## config.mk

```make
export PLATFORM = sky130hd
export DESIGN_NAME = counting_semaphore_fifo_waiters
export DESIGN_NICKNAME = d
export VERILOG_FILES = /design/src/csem_pkg.sv /design/src/csem_ram.sv /design/src/csem_dp.sv /design/src/csem_ctrl.sv /design/src/counting_semaphore_fifo_waiters.sv
export VERILOG_INCLUDE_DIRS = /design/src /design/src/src
export SDC_FILE = /design/constraint.sdc
export NUM_CORES = 1
export LEC_CHECK = 0
export BUFFER_PORTS_ARGS = -buffer_cell sky130_fd_sc_hd__buf_2
export CAP_MARGIN = 0
export CORE_MARGIN = 1.5
export CORE_UTILIZATION = 40
export DETAILED_ROUTE_END_ITERATION = 10
export SLEW_MARGIN = 40
export SYNTH_ARGS = -nofsm -noshare
export SYNTH_HDL_FRONTEND = slang
export SYNTH_SLANG_ARGS = --single-unit
```

## constraint.sdc

```tcl
create_clock -name clk_i -period 4.5 [get_ports clk_i]
set_clock_uncertainty 0.1 [all_clocks]
set_input_delay 0.225 -clock clk_i [delete_from_list [all_inputs] [get_ports clk_i]]
set_output_delay 0.225 -clock clk_i [all_outputs]
set_load 0.1 [all_outputs]
```

## src/assert_macros.svh

```systemverilog
// ----------------------------------------------------------------------------
// Assertion macros
// Shared concurrent assertion wrappers; they compile to nothing under SYNTH.
// ----------------------------------------------------------------------------
`ifndef ASSERT_MACROS_SVH
`define ASSERT_MACROS_SVH

`ifndef SYNTH
// Check a property on every clock edge outside reset
`define ASSERT_ALWAYS(name, clk, rst_n, prop, msg) \
  name: assert property (@(posedge clk) disable iff (!rst_n) (prop)) else $error(msg);
// Check that the antecedent implies the consequent in the same cycle
`define ASSERT_IMPLY(name, clk, rst_n, ante, cons, msg) \
  name: assert property (@(posedge clk) disable iff (!rst_n) (ante) |-> (cons)) \
    else $error(msg);
`else
`define ASSERT_ALWAYS(name, clk, rst_n, prop, msg)
`define ASSERT_IMPLY(name, clk, rst_n, ante, cons, msg)
`endif

`endif

```

## src/csem_pkg.sv

```systemverilog
// ----------------------------------------------------------------------------
// csem_pkg
// Types and constants shared by the semaphore controller and datapath.
// ----------------------------------------------------------------------------
package csem_pkg;

  localparam int COUNT_W   = 16;
  localparam int INIT_W    = 15;
  localparam int ID_PORT_W = 8;

  localparam logic signed [COUNT_W-1:0] COUNT_MAX = 16'sd32767;

  // Operation codes
  typedef enum logic [1:0] {
    FUNC_WAIT   = 2'd0,
    FUNC_SIGNAL = 2'd1,
    FUNC_CLOSE  = 2'd2,
    FUNC_OPEN   = 2'd3
  } func_e;

  // Result status codes
  typedef enum logic [1:0] {
    STAT_OK      = 2'd0,
    STAT_BLOCKED = 2'd1,
    STAT_CLOSED  = 2'd2,
    STAT_FULL    = 2'd3
  } status_e;

  // Commands from the controller to the datapath
  typedef struct packed {
    logic    open_load;   // reload count, reopen, empty queue
    logic    close_clear; // zero count, close, empty queue
    logic    dec_count;
    logic    sig_inc;     // saturating increment
    logic    enq;
    logic    deq;         // issue read at head and advance
    logic    emit;        // load result registers
    status_e status;
    logic    woken;       // result carries the id read from the queue
    logic    by_close;
    logic    last;
  } cmd_t;

  // Status from the datapath to the controller
  typedef struct packed {
    logic is_open;
    logic count_pos;
    logic queue_full;
    logic waiters_none;
    logic wake_on_signal;
  } dp_stat_t;

endpackage

```

## src/csem_ram.sv

```systemverilog
// ----------------------------------------------------------------------------
// csem_ram
// Generic single write port RAM with one registered read port.
// ----------------------------------------------------------------------------
module csem_ram #(
  parameter int WIDTH = 8,
  parameter int DEPTH = 16
) (
  input  logic                                        clk_i,
  input  logic                                        we_i,
  input  logic [((DEPTH > 1) ? $clog2(DEPTH) : 1)-1:0] waddr_i,
  input  logic [WIDTH-1:0]                            wdata_i,
  input  logic [((DEPTH > 1) ? $clog2(DEPTH) : 1)-1:0] raddr_i,
  output logic [WIDTH-1:0]                            rdata_o
);

  logic [WIDTH-1:0] mem_q [DEPTH];
  logic [WIDTH-1:0] rdata_q;

  // Write and registered read
  always_ff @(posedge clk_i) begin
    if (we_i) begin
      mem_q[waddr_i] <= wdata_i;
    end
    rdata_q <= mem_q[raddr_i];
  end

  assign rdata_o = rdata_q;

endmodule

```

## src/csem_dp.sv

```systemverilog
// ----------------------------------------------------------------------------
// csem_dp
// Semaphore datapath: count, open flag, waiter queue and result registers.
// ----------------------------------------------------------------------------
`include "assert_macros.svh"

module csem_dp
  import csem_pkg::*;
#(
  parameter int QUEUE_DEPTH = 16,
  parameter int ID_BITS     = 8
) (
  input  logic                 clk_i,
  input  logic                 rst_ni,
  input  logic                 cfg_we_i,
  input  logic [INIT_W-1:0]    initial_count_i,
  input  logic [ID_PORT_W-1:0] thread_id_i,
  input  cmd_t                 cmd_i,
  output dp_stat_t             stat_o,
  output logic                 done_o,
  output logic [1:0]           status_o,
  output logic                 woken_valid_o,
  output logic [ID_PORT_W-1:0] woken_id_o,
  output logic                 woken_by_close_o,
  output logic                 last_o
);

  localparam int PtrW = (QUEUE_DEPTH > 1) ? $clog2(QUEUE_DEPTH) : 1;
  localparam int CntW = $clog2(QUEUE_DEPTH + 1);
  localparam int IdW  = (ID_BITS < ID_PORT_W) ? ID_BITS : ID_PORT_W;
  localparam logic [PtrW-1:0] PtrLast = PtrW'(QUEUE_DEPTH - 1);
  localparam logic [CntW-1:0] CntFull = CntW'(QUEUE_DEPTH);

  logic [INIT_W-1:0]         init_q;
  logic signed [COUNT_W-1:0] count_q, count_d, count_inc;
  logic                      open_q, open_d;
  logic [PtrW-1:0]           head_q, head_d, tail_q, tail_d;
  logic [CntW-1:0]           wcnt_q, wcnt_d;
  logic [IdW-1:0]            rdata;

  logic                      done_q;
  status_e                   status_q;
  logic                      wvalid_q, byclose_q, last_q;
  logic [ID_PORT_W-1:0]      wid_q;

  // Waiter id store
  csem_ram #(
    .WIDTH (IdW),
    .DEPTH (QUEUE_DEPTH)
  ) u_waiters (
    .clk_i   (clk_i),
    .we_i    (cmd_i.enq),
    .waddr_i (tail_q),
    .wdata_i (thread_id_i[IdW-1:0]),
    .raddr_i (head_q),
    .rdata_o (rdata)
  );

  // Saturating increment for signal
  assign count_inc = (count_q < COUNT_MAX) ? count_q + 16'sd1 : count_q;

  // Next count and open flag
  always_comb begin
    count_d = count_q;
    open_d  = open_q;
    if (cmd_i.open_load) begin
      count_d = signed'({1'b0, init_q});
      open_d  = 1'b1;
    end else if (cmd_i.close_clear) begin
      count_d = '0;
      open_d  = 1'b0;
    end else if (cmd_i.dec_count) begin
      count_d = count_q - 16'sd1;
    end else if (cmd_i.sig_inc) begin
      count_d = count_inc;
    end
  end

  // Next queue pointers and fill level
  always_comb begin
    head_d = head_q;
    tail_d = tail_q;
    wcnt_d = wcnt_q;
    if (cmd_i.open_load || cmd_i.close_clear) begin
      head_d = '0;
      tail_d = '0;
      wcnt_d = '0;
    end else if (cmd_i.enq) begin
      tail_d = (tail_q == PtrLast) ? '0 : tail_q + 1'b1;
      wcnt_d = wcnt_q + 1'b1;
    end else if (cmd_i.deq) begin
      head_d = (head_q == PtrLast) ? '0 : head_q + 1'b1;
      wcnt_d = wcnt_q - 1'b1;
    end
  end

  // State registers
  always_ff @(posedge clk_i or negedge rst_ni) begin
    if (!rst_ni) begin
      init_q  <= '0;
      count_q <= '0;
      open_q  <= 1'b1;
      head_q  <= '0;
      tail_q  <= '0;
      wcnt_q  <= '0;
      done_q  <= 1'b0;
    end else begin
      if (cfg_we_i) begin
        init_q <= initial_count_i;
      end
      count_q <= count_d;
      open_q  <= open_d;
      head_q  <= head_d;
      tail_q  <= tail_d;
      wcnt_q  <= wcnt_d;
      done_q  <= cmd_i.emit;
    end
  end

  // Result payload
  always_ff @(posedge clk_i) begin
    if (cmd_i.emit) begin
      status_q  <= cmd_i.status;
      wvalid_q  <= cmd_i.woken;
      byclose_q <= cmd_i.by_close;
      last_q    <= cmd_i.last;
      wid_q     <= cmd_i.woken ? ID_PORT_W'(rdata) : '0;
    end
  end

  // Status towards the controller
  assign stat_o.is_open        = open_q;
  assign stat_o.count_pos      = (count_q > 16'sd0);
  assign stat_o.queue_full     = (wcnt_q >= CntFull);
  assign stat_o.waiters_none   = (wcnt_q == '0);
  assign stat_o.wake_on_signal = (count_inc <= 16'sd0) && (wcnt_q != '0);

  assign done_o           = done_q;
  assign status_o         = status_q;
  assign woken_valid_o    = wvalid_q;
  assign woken_id_o       = wid_q;
  assign woken_by_close_o = byclose_q;
  assign last_o           = last_q;

  `ASSERT_ALWAYS(a_wcnt_bound, clk_i, rst_ni, wcnt_q <= CntFull, "waiter count overflow")
  `ASSERT_IMPLY(a_empty_ptrs, clk_i, rst_ni, wcnt_q == '0, head_q == tail_q, "empty queue ptrs differ")

endmodule

```

## src/csem_ctrl.sv

```systemverilog
// ----------------------------------------------------------------------------
// csem_ctrl
// Semaphore controller: decodes operations and sequences queue reads.
// ----------------------------------------------------------------------------
module csem_ctrl
  import csem_pkg::*;
(
  input  logic     clk_i,
  input  logic     rst_ni,
  input  logic     start_i,
  input  func_e    func_i,
  input  dp_stat_t stat_i,
  output cmd_t     cmd_o,
  output logic     busy_o
);

  typedef enum logic [3:0] {
    ST_IDLE  = 4'b0001,
    ST_READ  = 4'b0010,
    ST_DRAIN = 4'b0100,
    ST_FINAL = 4'b1000
  } state_e;

  state_e state_q, state_d;

  // Decode and sequence
  always_comb begin
    state_d = state_q;
    cmd_o   = '0;
    cmd_o.status = STAT_OK;
    unique case (state_q)
      ST_IDLE: begin
        if (start_i) begin
          if (func_i == FUNC_OPEN) begin
            cmd_o.open_load = 1'b1;
            cmd_o.emit      = 1'b1;
            cmd_o.last      = 1'b1;
          end else if (!stat_i.is_open) begin
            cmd_o.emit   = 1'b1;
            cmd_o.status = STAT_CLOSED;
            cmd_o.last   = 1'b1;
          end else begin
            unique case (func_i)
              FUNC_WAIT: begin
                cmd_o.emit = 1'b1;
                cmd_o.last = 1'b1;
                if (stat_i.count_pos) begin
                  cmd_o.dec_count = 1'b1;
                end else if (stat_i.queue_full) begin
                  cmd_o.status = STAT_FULL;
                end else begin
                  cmd_o.dec_count = 1'b1;
                  cmd_o.enq       = 1'b1;
                  cmd_o.status    = STAT_BLOCKED;
                end
              end
              FUNC_SIGNAL: begin
                cmd_o.sig_inc = 1'b1;
                if (stat_i.wake_on_signal) begin
                  cmd_o.deq = 1'b1;
                  state_d   = ST_READ;
                end else begin
                  cmd_o.emit = 1'b1;
                  cmd_o.last = 1'b1;
                end
              end
              FUNC_CLOSE: begin
                if (stat_i.waiters_none) begin
                  cmd_o.close_clear = 1'b1;
                  cmd_o.emit        = 1'b1;
                  cmd_o.last        = 1'b1;
                end else begin
                  cmd_o.deq = 1'b1;
                  state_d   = ST_DRAIN;
                end
              end
              default: begin
                // open is handled above
              end
            endcase
          end
        end
      end
      ST_READ: begin
        // Hand out the waiter released by signal
        cmd_o.emit  = 1'b1;
        cmd_o.woken = 1'b1;
        cmd_o.last  = 1'b1;
        state_d     = ST_IDLE;
      end
      ST_DRAIN: begin
        // Release one waiter per cycle, reading the next behind it
        cmd_o.emit     = 1'b1;
        cmd_o.woken    = 1'b1;
        cmd_o.by_close = 1'b1;
        if (stat_i.waiters_none) begin
          state_d = ST_FINAL;
        end else begin
          cmd_o.deq = 1'b1;
        end
      end
      ST_FINAL: begin
        cmd_o.close_clear = 1'b1;
        cmd_o.emit        = 1'b1;
        cmd_o.last        = 1'b1;
        state_d           = ST_IDLE;
      end
      default: begin
        state_d = ST_IDLE;
      end
    endcase
  end

  always_ff @(posedge clk_i or negedge rst_ni) begin
    if (!rst_ni) begin
      state_q <= ST_IDLE;
    end else begin
      state_q <= state_d;
    end
  end

  assign busy_o = (state_q != ST_IDLE);

endmodule

```

## src/counting_semaphore_fifo_waiters.sv

```systemverilog
// ----------------------------------------------------------------------------
// counting_semaphore_fifo_waiters
// Counting semaphore with a FIFO of blocked thread ids.
// ----------------------------------------------------------------------------
// An operation is taken when start_i is high and busy_o is low. Its results
// appear one per cycle, each for a single cycle marked by done_o and each
// registered from the controller; the receiver cannot stall them and last_o flags
// the final one. Wait, open, errors, close on an empty queue and a signal that
// wakes nobody give one result in the cycle after the transfer and leave busy_o
// low, so such operations run one per cycle. A signal that wakes a waiter passes
// through ST_READ for the registered read of the waiter RAM, holding busy_o. Close
// with n waiters gives n+1 results and holds busy_o high while it issues them (one
// RAM read per waiter, then the final result). initial_count_i is loaded when
// cfg_we_i is high and takes effect on the next open.
// ----------------------------------------------------------------------------
`include "assert_macros.svh"

module counting_semaphore_fifo_waiters
  import csem_pkg::*;
#(
  parameter int QUEUE_DEPTH = 16,
  parameter int ID_BITS     = 8
) (
  input  logic                 clk_i,
  input  logic                 rst_ni,
  input  logic                 cfg_we_i,
  input  logic [INIT_W-1:0]    initial_count_i,
  input  logic                 start_i,
  output logic                 busy_o,
  input  logic [1:0]           func_i,
  input  logic [ID_PORT_W-1:0] thread_id_i,
  output logic                 done_o,
  output logic [1:0]           status_o,
  output logic                 woken_valid_o,
  output logic [ID_PORT_W-1:0] woken_id_o,
  output logic                 woken_by_close_o,
  output logic                 last_o
);

  cmd_t     cmd;
  dp_stat_t stat;

  csem_ctrl u_ctrl (
    .clk_i   (clk_i),
    .rst_ni  (rst_ni),
    .start_i (start_i),
    .func_i  (func_e'(func_i)),
    .stat_i  (stat),
    .cmd_o   (cmd),
    .busy_o  (busy_o)
  );

  csem_dp #(
    .QUEUE_DEPTH (QUEUE_DEPTH),
    .ID_BITS     (ID_BITS)
  ) u_dp (
    .clk_i            (clk_i),
    .rst_ni           (rst_ni),
    .cfg_we_i         (cfg_we_i),
    .initial_count_i  (initial_count_i),
    .thread_id_i      (thread_id_i),
    .cmd_i            (cmd),
    .stat_o           (stat),
    .done_o           (done_o),
    .status_o         (status_o),
    .woken_valid_o    (woken_valid_o),
    .woken_id_o       (woken_id_o),
    .woken_by_close_o (woken_by_close_o),
    .last_o           (last_o)
  );

  `ASSERT_IMPLY(a_last_idle, clk_i, rst_ni, done_o && last_o, !busy_o, "last result while busy")
  `ASSERT_IMPLY(a_mid_busy, clk_i, rst_ni, done_o && !last_o, busy_o, "partial result while idle")
  `ASSERT_IMPLY(a_close_woken, clk_i, rst_ni, done_o && woken_by_close_o, woken_valid_o, "close wake without id")

endmodule
```

======== After elaboration in Yosys (flattened, before gate mapping) ========
Memory sizes are Yosys's and may differ from the RTL's. A register that Yosys moved wholly into a read port is not among the register bits.
Cells that the tools add are included.
Widths: inputs -> output; s select.
word-level totals
  register bits after elaboration ......... 63
  RAM bits ................................ 128
  input bits .............................. 29
  output and inout port bits .............. 15
  memories kept ........................... 1
cells by class
  $add $sub $neg .......................... 6
  magnitude comparators ................... 4
  eq/ne operators ......................... 18
  multiplexer cells ....................... 61
  bitwise gates (word level) .............. 4
  reductions and logical operators ........ 17
memories
  name                  words  width  read ports  clocked after Yosys merged registers in  write ports  RTL line        source
  u_dp.u_waiters.mem_q  16     8      1           1                                        1            csem_ram.sv:17  logic [WIDTH-1:0] mem_q [DEPTH];
operator list
  operator               number
  $mux 16                5
  $mux 4                 13
  $mux 5                 5
  $mux 1                 23
  $add 16x2->16 const B  1
  $gt 16x1->1 const B    1
  $le 16x1->1 const B    1
  $lt 16x16->1 const B   1
  $pmux 4 s2             2
  $sub 16x2->16 const B  1
  $eq 4x4->1 const B     3
  $pmux 1 s2             5
  $mux 9                 1
  $ne 3x3->1 const B     3
  $add 4x1->4 const B    2
  $mux 2                 4
  $reduce_and 7->1       1
  $mux 3                 2
  $ne 2x2->1 const B     3
  $reduce_bool 2->1      3
  $reduce_or 3->1        2
  $reduce_or 6->1        1
  $add 5x1->5 const B    1
  $ge 5x5->1 const B     1
  19 further kinds       25

======== Depth between registers and ports, before layout ========
Gate-level depths: netlist of the first run.
  depth after elaboration ................. 14
  gate-level depth with buffers ........... 15
  depth with buffers taken out ............ 14

======== Modules after synthesis ========
Synthesis of the first run repeated with hierarchy kept, for this count alone.
second synthesis, totals
  cell total of the unflattened synthesis .. 655
  area, all modules ....................... 9190.1 um^2
by module, submodules not included
  module     instances  cells each  area an instance (um^2)  sequential area each (um^2)
  csem_ram   1          229         5147.4                   4003.8
  csem_dp    1          370         3583.4                   1542.7
  csem_ctrl  1          56          459.2                    101.3

======== Least setup slack after synthesis of the first run ========
Ideal clock, no wire load.
  path kind ............................... register to register
  from .................................... register u_dp.count_q[0]
  to ...................................... register u_dp.last_q (netlist: u_dp.last_o) (enable)
  setup time .............................. 0.427 ns
  data arrival time ....................... 2.661 ns
  data required time ...................... 3.973 ns
  path slack .............................. 1.312 ns
  stages on the path, launching flop included .. 10
  buffers on the path ..................... 1
  path through ............................ dfrtp_1 ha_1 nand4_1 or2_1 clkbuf_1 a211oi_1 o211a_1 nand4b_1 a2111oi_2 o221ai_1
RTL lines
  element                 RTL line        source
  from (decl)             csem_dp.sv:35   logic signed [COUNT_W-1:0] count_q, count_d, count_inc;
  from (signal assigned)  csem_dp.sv:111  count_q <= count_d;
  to (signal assigned)    csem_dp.sv:126  last_q <= cmd_i.last;
  to (decl)               csem_dp.sv:43   logic wvalid_q, byclose_q, last_q;

==> reports/metrics.yaml, run 1 <==
worst_slew_pin_slew_ns: 0.779
grt_max_degree: 51
slowest_stage: "dfrtp_1"
status: "completed"
route.detailed.drc: 0
fmax_ghz: 0.280
dp_hpwl_um: 14500
intPower_w: 0.00353
rsz0062_at_grt: "false"
worst_slack_ns: 0.935
crit_type: "reg -> reg"
clkLatencyLatePin_ns: 0.44
cts_setup_buffers: 0
maxCapViolCount: 0
place_ws_ns: 1.01
die-area_um2: 24400
clock-sinks: 199
min_period_over_period_pct: 79.2
portBuffers: 43
yosysTopAreaCellShare_pct: 45.2
synth.area.top_cells: "edfxtp_1, dfrtp_1, mux2i_1"
drive_gt1_share_pct: 20.1
pwr-share-seq_pct: 43.8
initialDrtViolationCount: 554
rows: 55
cts-resized-gates: 0
yosys_register_bits: 199
path_clk_slew_ns: 0.09
grt_pass1_vias: 5952
reg2reg_slack_ns: 0.93
finalSetupViolations: 0
syn_area_per_cell_um2: 13.2
path_max_fanout: 14
path_buf_inv: 1
hp-start: "start_i"
stdcell_area_um2: 10700
syn_area_um2: 9370
gr-usage-all-layers_pct: 18.7
cts_tree: "yes"
antenna_left: 0
swShare_pct: 36.6
crit_family: "compound AO/OA/AOI/OAI gates"
seq_area_um2: 5650
power_frac_comb_pct: 26.7
firstDrtPassIters: 5
vias_per_cell: 5.72
cp_cell_sequence: "ha_1, nand4_1, nor4_1, mux2i_1, o211a_1, nand4b_1, a2111oi_2, o221ai_1, buf_4"
hold_ws_ns: 0.0599
io_pins: 44
syn_to_final_growth_pct: 13.6
grt-ovfl-total: 0
gr-usage-met1_pct: 26.8
r2r-start: "u_dp.count_q[0]"
post_drt_wl_per_cell_um: 20.2
async_flop_share_pct: 25.1
startpoint_type: "flip-flop"
clockPowerShare_pct: 29.5
syn_nets: 753
synth-edff-count: 141
final.setup.tns_ns: 0
htreeDepth: 4
synth.distinct_cells: 87
power.density_nw_per_um2: 523
coreArea_um2: 22800
worstPathArrival_ns: 3.65
yosys_warnings: 0
use_met3_pct: 4.39
dpl_cell_area_um2: 9840
reg2reg_to: "u_dp.woken_id_o[1]"
ir_drop_v: 0.000320
antenna_cells: 0
gp_congestion: 0.866
clockRootBuffer: "clkbuf_16"
grt.met2_usage_pct: 28.7
antenna_found_initial: 0
final.fill_count: 2055
cts_buffers: 17
critPathRequiredTime_ns: 4.58
layout_common_cells: "edfxtp_1, nand2_1, dfrtp_1"
p_leak_nw: 3.84
synthFlopType: "edfxtp_1"
nets: 793
finalMaxSlewViolations: 0
r2r_cells: 9
min_to: "u_ctrl.state_q[1]"
initial_core_util_pct: 41.0
min_period_ns: 3.57
worst_setup_path_end_kind: "flip-flop"
multi_input_area_um2: 3470
routed_wl_um: 21700
timing_hold_violations_final: 0
top_usage_layer: "met2"
yosys.area.top_type: "edfxtp_1"
slew-limit-headroom_pct: 48.1
clock_path_buffers: 2
max_stage_delay_ns: 0.60
synth-seq-area-share_pct: 60.3
min_path_type: "in -> reg"
syn_inst: 708
die_h_um: 156
die_x_um: 156
holdPathStages: 3
crit_cells: 9
final_common_cell: "edfxtp_1"
critPathLaunch: "u_dp.count_q[0]"
grt_pass1_wl_um: 34300
vias: 6142
p_sw_w: 0.00204
==> sequential cells by signal, summed over array words and instances, names as in the netlist <==
register,flops
u_dp.u_waiters.mem_q,128
u_dp.count_q,16
u_dp.init_q,15
u_dp.u_waiters.rdata_o,8
u_dp.woken_id_o,8
u_dp.wcnt_q,5
u_ctrl.state_q,4
u_dp.head_q,4
u_dp.tail_q,4
u_dp.status_o,2
u_dp.done_o,1
u_dp.last_o,1
u_dp.open_q,1
u_dp.woken_by_close_o,1
u_dp.woken_valid_o,1
==> worst min-delay path, cell delays in order <==
cell and delay (ns):
buf_2 0.12, nand4_1 0.12, a211oi_1 0.07
==> cells in the mapped netlist, types with 3 or more instances <==
library cell and instances:
xnor2_1 4, mux2_2 18, inv_1 16, dfrtp_1 48, a21oi_1 22, or2_2 4
nand4b_1 3, xor2_1 4, edfxtp_1 141, o211ai_1 4, a211oi_1 5, nor2_1 26
nand2_1 51, o21ai_2 3, nor3_1 15, a31oi_1 11, o2bb2a_1 3, mux4_2 16
a311oi_1 3, and2_1 23, a22oi_1 9, ha_1 15, clkbuf_1 29, nand3_1 18
and4_1 6, mux2i_1 39, buf_4 3, a31o_2 3, nand4_1 11, buf_2 8
nand2b_1 3, o21a_1 3, o21ai_0 28, nor2b_1 4, nor4_1 6, nor4b_1 3
dfxtp_1 8, and3_1 10, a221oi_1 17
==> kinds of logic (layout without fill, tap and decap cells) <==
group | after synthesis | in the layout | share of synthesized area (%)
compound gates | 146 | 146 | 11.3
xor+xnor | 8 | 8 | 0.747
fa+ha+maj | 16 | 16 | 2.22
buf+inv | 62 | 115 | 2.87
flops | 199 | 199 | 60.3
mux | 73 | 73 | 10.2
simple gates | 204 | 204 | 12.4
==> power by group through the flow <==
stage	sequential, W	clock, W	combinational, W
2_1_floorplan	0.00237	0	0.00118
6_report	0.00244	0.00164	0.00149
3_3_place_gp	0.00246	0	0.00145
3_5_place_dp	0.00248	0	0.00147
4_1_cts	0.00244	0.00168	0.00148
5_1_grt	0.00248	0.00174	0.00161
==> how the worst max path moves through the flow <==
stage / end / slack, ns
6_report: u_dp.woken_id_o[1] / 0.93
5_1_grt: u_dp.woken_id_o[4] / 0.66
4_1_cts: u_dp.woken_id_o[4] / 0.98
3_5_place_dp: u_dp.woken_id_o[0] / 1.01
3_3_place_gp: u_dp.woken_id_o[1] / 1.10
2_1_floorplan: u_dp.last_o / 1.31
==> per-stage QoR <==
| stage | power [W] | utilization [%] | cells |
|---|---|---|---|
| 2_1_floorplan | 0.00355 | - | 708 |
| 3_3_place_gp | 0.00391 | 43.0 | 1026 |
| 3_5_place_dp | 0.00394 | 43.1 | 1026 |
| 4_1_cts | 0.00560 | 46.6 | 1074 |
| 5_1_grt | 0.00583 | 46.6 | 1074 |
| 6_report | 0.00557 | 46.6 | 1074 |
==> area by class of cell <==
| type | count | share of cell area (%) |
|---|---|---|
| flip-flops and latches | 199 | 53.1 |
| multi-input cells | 447 | 32.6 |
| clock buffers | 17 | 3.99 |
| repair buffers | 65 | 3.95 |
| well taps | 313 | 3.68 |
| clock inverters | 15 | 2.13 |
| inverters | 18 | 0.634 |
==> repair_timing <==
action / 4_1_cts / 5_1_grt
hold buffers: 16 / 0
setup endpoints to repair: 0 / 0
endpoints found under the hold margin: 63 / 0
==> per-layer routing <==
| layer | up-vias | part of all wire, % |
|---|---|---|
| li1 | 2837 | - |
| met1 | 3105 | 48 |
| met2 | 177 | 46 |
| met3 | 23 | 5.2 |
| met4 | 0 | 1.5 |
| met5 | - | 0 |
Note: power is estimated with default switching activity, not from simulation.
==> inputs of run 2 (changes only) <==
==> constraint.sdc (replaced) <==
create_clock -name clk_i -period 3.2 [get_ports clk_i]
set_clock_uncertainty 0.1 [all_clocks]
set_input_delay 0.16 -clock clk_i [delete_from_list [all_inputs] [get_ports clk_i]]
set_output_delay 0.16 -clock clk_i [all_outputs]
set_load 0.1 [all_outputs]
==> run 2 against run 1 <==
  * First-iteration DRC count decreased by 1.3%
  * Via count grew 3.5%
  * Worst setup slack lost 0.76 ns
  * Core utilization increased by 1.4 points
  * Clock power up 38%
==> reports/metrics.yaml, run 2 (same netlist as run 1, synthesis figures left out) <==
status: "completed"
max_flop_register: "u_dp.u_waiters.mem_q"
gr-usage-all-layers_pct: 19.6  # +0.93 points
power_frac_comb_pct: 31.1  # +4.4 points
rows: 55  # unchanged
critPathRequiredTime_ns: 3.43  # -1.15 ns
swShare_pct: 35.1  # -1.4 points
holdPathStages: 1  # -2
io_pins: 44  # unchanged
grt-ovfl-total: 0  # unchanged
clockRootBuffer: "clkbuf_16"
layout_common_cells: "edfxtp_1, nand2_1, dfrtp_1"
dp_hpwl_um: 16100  # +11%
nets: 831  # +4.8%
firstDrtPassIters: 5  # unchanged
cp_cell_sequence: "or3_4, nor3_4, buf_4, a41o_2, a21oi_4, nor3_2, a21oi_1, o2bb2a_1"
clockPowerShare_pct: 28.3  # -1.2 points
pwr-share-seq_pct: 40.6  # -3.2 points
antenna_cells: 0  # unchanged
grt_pass1_vias: 6316  # +6.1%
grt_pass1_wl_um: 36100  # +5.2%
fmax_ghz: 0.331  # +18%
initial_core_util_pct: 41.0  # unchanged
initialDrtViolationCount: 547  # -1.3%
path_clk_slew_ns: 0.08  # about the same
min_path_type: "in -> reg"
cts_buffers: 17  # unchanged
route.detailed.drc: 0  # unchanged
maxCapViolCount: 0  # unchanged
final.setup.tns_ns: 0  # unchanged
antenna_left: 0  # unchanged
drive_gt1_share_pct: 24.3  # +4.2 points
die_x_um: 156  # unchanged
power.density_nw_per_um2: 730  # +40%
min_period_ns: 3.02  # -0.545 ns
portBuffers: 43  # unchanged
clock-sinks: 199  # unchanged
die-area_um2: 24400  # unchanged
grt_max_degree: 42  # -18%
syn_to_final_growth_pct: 17.0
top_usage_layer: "met2"
vias_per_cell: 5.72  # about the same
coreArea_um2: 22800  # unchanged
rsz0062_at_grt: "false"
gr-usage-met1_pct: 28.5  # +1.7 points
top_regs: "u_dp.u_waiters.mem_q x128, u_dp.count_q x16, u_dp.init_q x15"
max_stage_delay_ns: 0.66  # +0.06 ns
slew-limit-headroom_pct: 51.6  # +3.5 points
startpoint_type: "flip-flop"
final_common_cell: "edfxtp_1"
p_sw_w: 0.00281  # +38%
cts_tree: "yes"
r2r_cells: 8  # -1
antenna_found_initial: 0  # unchanged
finish.utilization_pct: 48.0  # +1.4 points
intPower_w: 0.00519  # +47%
gp_congestion: 0.929  # +7.3%
crit_type: "reg -> reg"
timing_hold_violations_final: 0  # unchanged
post_drt_wl_per_cell_um: 20.6  # +2.3%
worstPathArrival_ns: 3.25  # -0.40 ns
finalMaxSlewViolations: 0  # unchanged
clkLatencyLatePin_ns: 0.44  # about the same
use_met3_pct: 3.47  # -0.92 points
vias: 6359  # +3.5%
grt.met2_usage_pct: 29.4  # +0.74 points
worst_setup_path_end_kind: "flip-flop"
worst_slew_pin_slew_ns: 0.727  # -0.0521 ns
min_period_over_period_pct: 94.4  # +15 points
path_max_fanout: 18  # +4
htreeDepth: 4  # unchanged
clock_path_buffers: 2  # unchanged
largest_reg_flops: 128  # unchanged
finalSetupViolations: 0  # unchanged
routed_wl_um: 22900  # +5.9%
p_leak_nw: 4.04  # +5.1%
ir_drop_v: 0.000370  # +15%
final.fill_count: 2017  # -1.8%
die_h_um: 156  # unchanged
slowest_stage: "nor3_2"
==> run 2: changes by cell type in the layout (fill, tap and decap cells not counted), sizes merged <==
| cell | change |
|---|---|
| buf | +37 |
| bufinv | +2 |
| clkinv | +2 |
| dlygate4sd3 | +1 |
| inv | -4 |
==> run 2: layer usage <==
layer / up-vias / part of all wire (%)
li1: 2913 / -
met1: 3193 / 47
met2: 222 / 45
met3: 31 / 5.9
met4: 0 / 2.1
met5: - / 0
==> run 2: critical path, delay by kind of cell (launching register included) <==
family,cells,cell delay [ns]
buffers and inverters,1,0.17
flip-flops,1,0.47
AO/OA/AOI/OAI,4,0.82
AND/OR/NAND/NOR,3,1.33
==> run 2: through the flow <==
step           total power [W]  instance area, um2  hold WS, ns  instances  setup slack (ns)
2_1_floorplan          0.00500                9370       -0.236        708            0.0123
3_3_place_gp           0.00569               10100        0.295       1062             0.204
3_5_place_dp           0.00571               10100        0.109       1062            0.0929
4_1_cts                0.00800               10900       0.0202       1111            0.0155
5_1_grt                0.00837               11000       0.0313       1112           0.00753
6_report               0.00800               11000       0.0179       1112             0.179
==> run 2: final timing paths <==
check                      slack, ns                          to                       from
max                             0.18            u_dp.count_q[11]            u_dp.count_q[4]
min                             0.02  u_dp.u_waiters.mem_q[9][0]             thread_id_i[0]
max reg2reg                     0.18            u_dp.count_q[11]            u_dp.count_q[4]
min reg2reg                     0.41          u_dp.woken_id_o[6]  u_dp.u_waiters.rdata_o[6]
max in group asynchronous       2.25              u_dp.init_q[6]                     rst_ni
min in group asynchronous       0.15             u_dp.count_q[4]                     rst_ni
==> run 2: cell type report <==
cell class	count	area, um2	share of cell area [%]
sequential	199	5650	51.5
inverter	18	67.6	0.616
clock buffer	17	425	3.88
clock inverter	15	206	1.88
tap	313	392	3.57
multi-input combinational	447	3500	31.9
timing repair buffer	103	723	6.60
==> run 2: power by group through the flow <==
stage               Combinational (W)  Sequential, W  Clock (W)
global placement              0.00240        0.00329          0
finish                        0.00249        0.00325    0.00227
CTS                           0.00244        0.00324    0.00232
detailed placement            0.00241        0.00330          0
floorplan                     0.00166        0.00333          0
global route                  0.00268        0.00328    0.00241
==> run 2: timing repair <==
action / CTS / global route
buffers inserted: 0 / 1
hold endpoints to repair: 55 / 0
gates resized for setup: 0 / 9
hold buffers: 17 / 0
endpoints found under the setup margin: 0 / 79
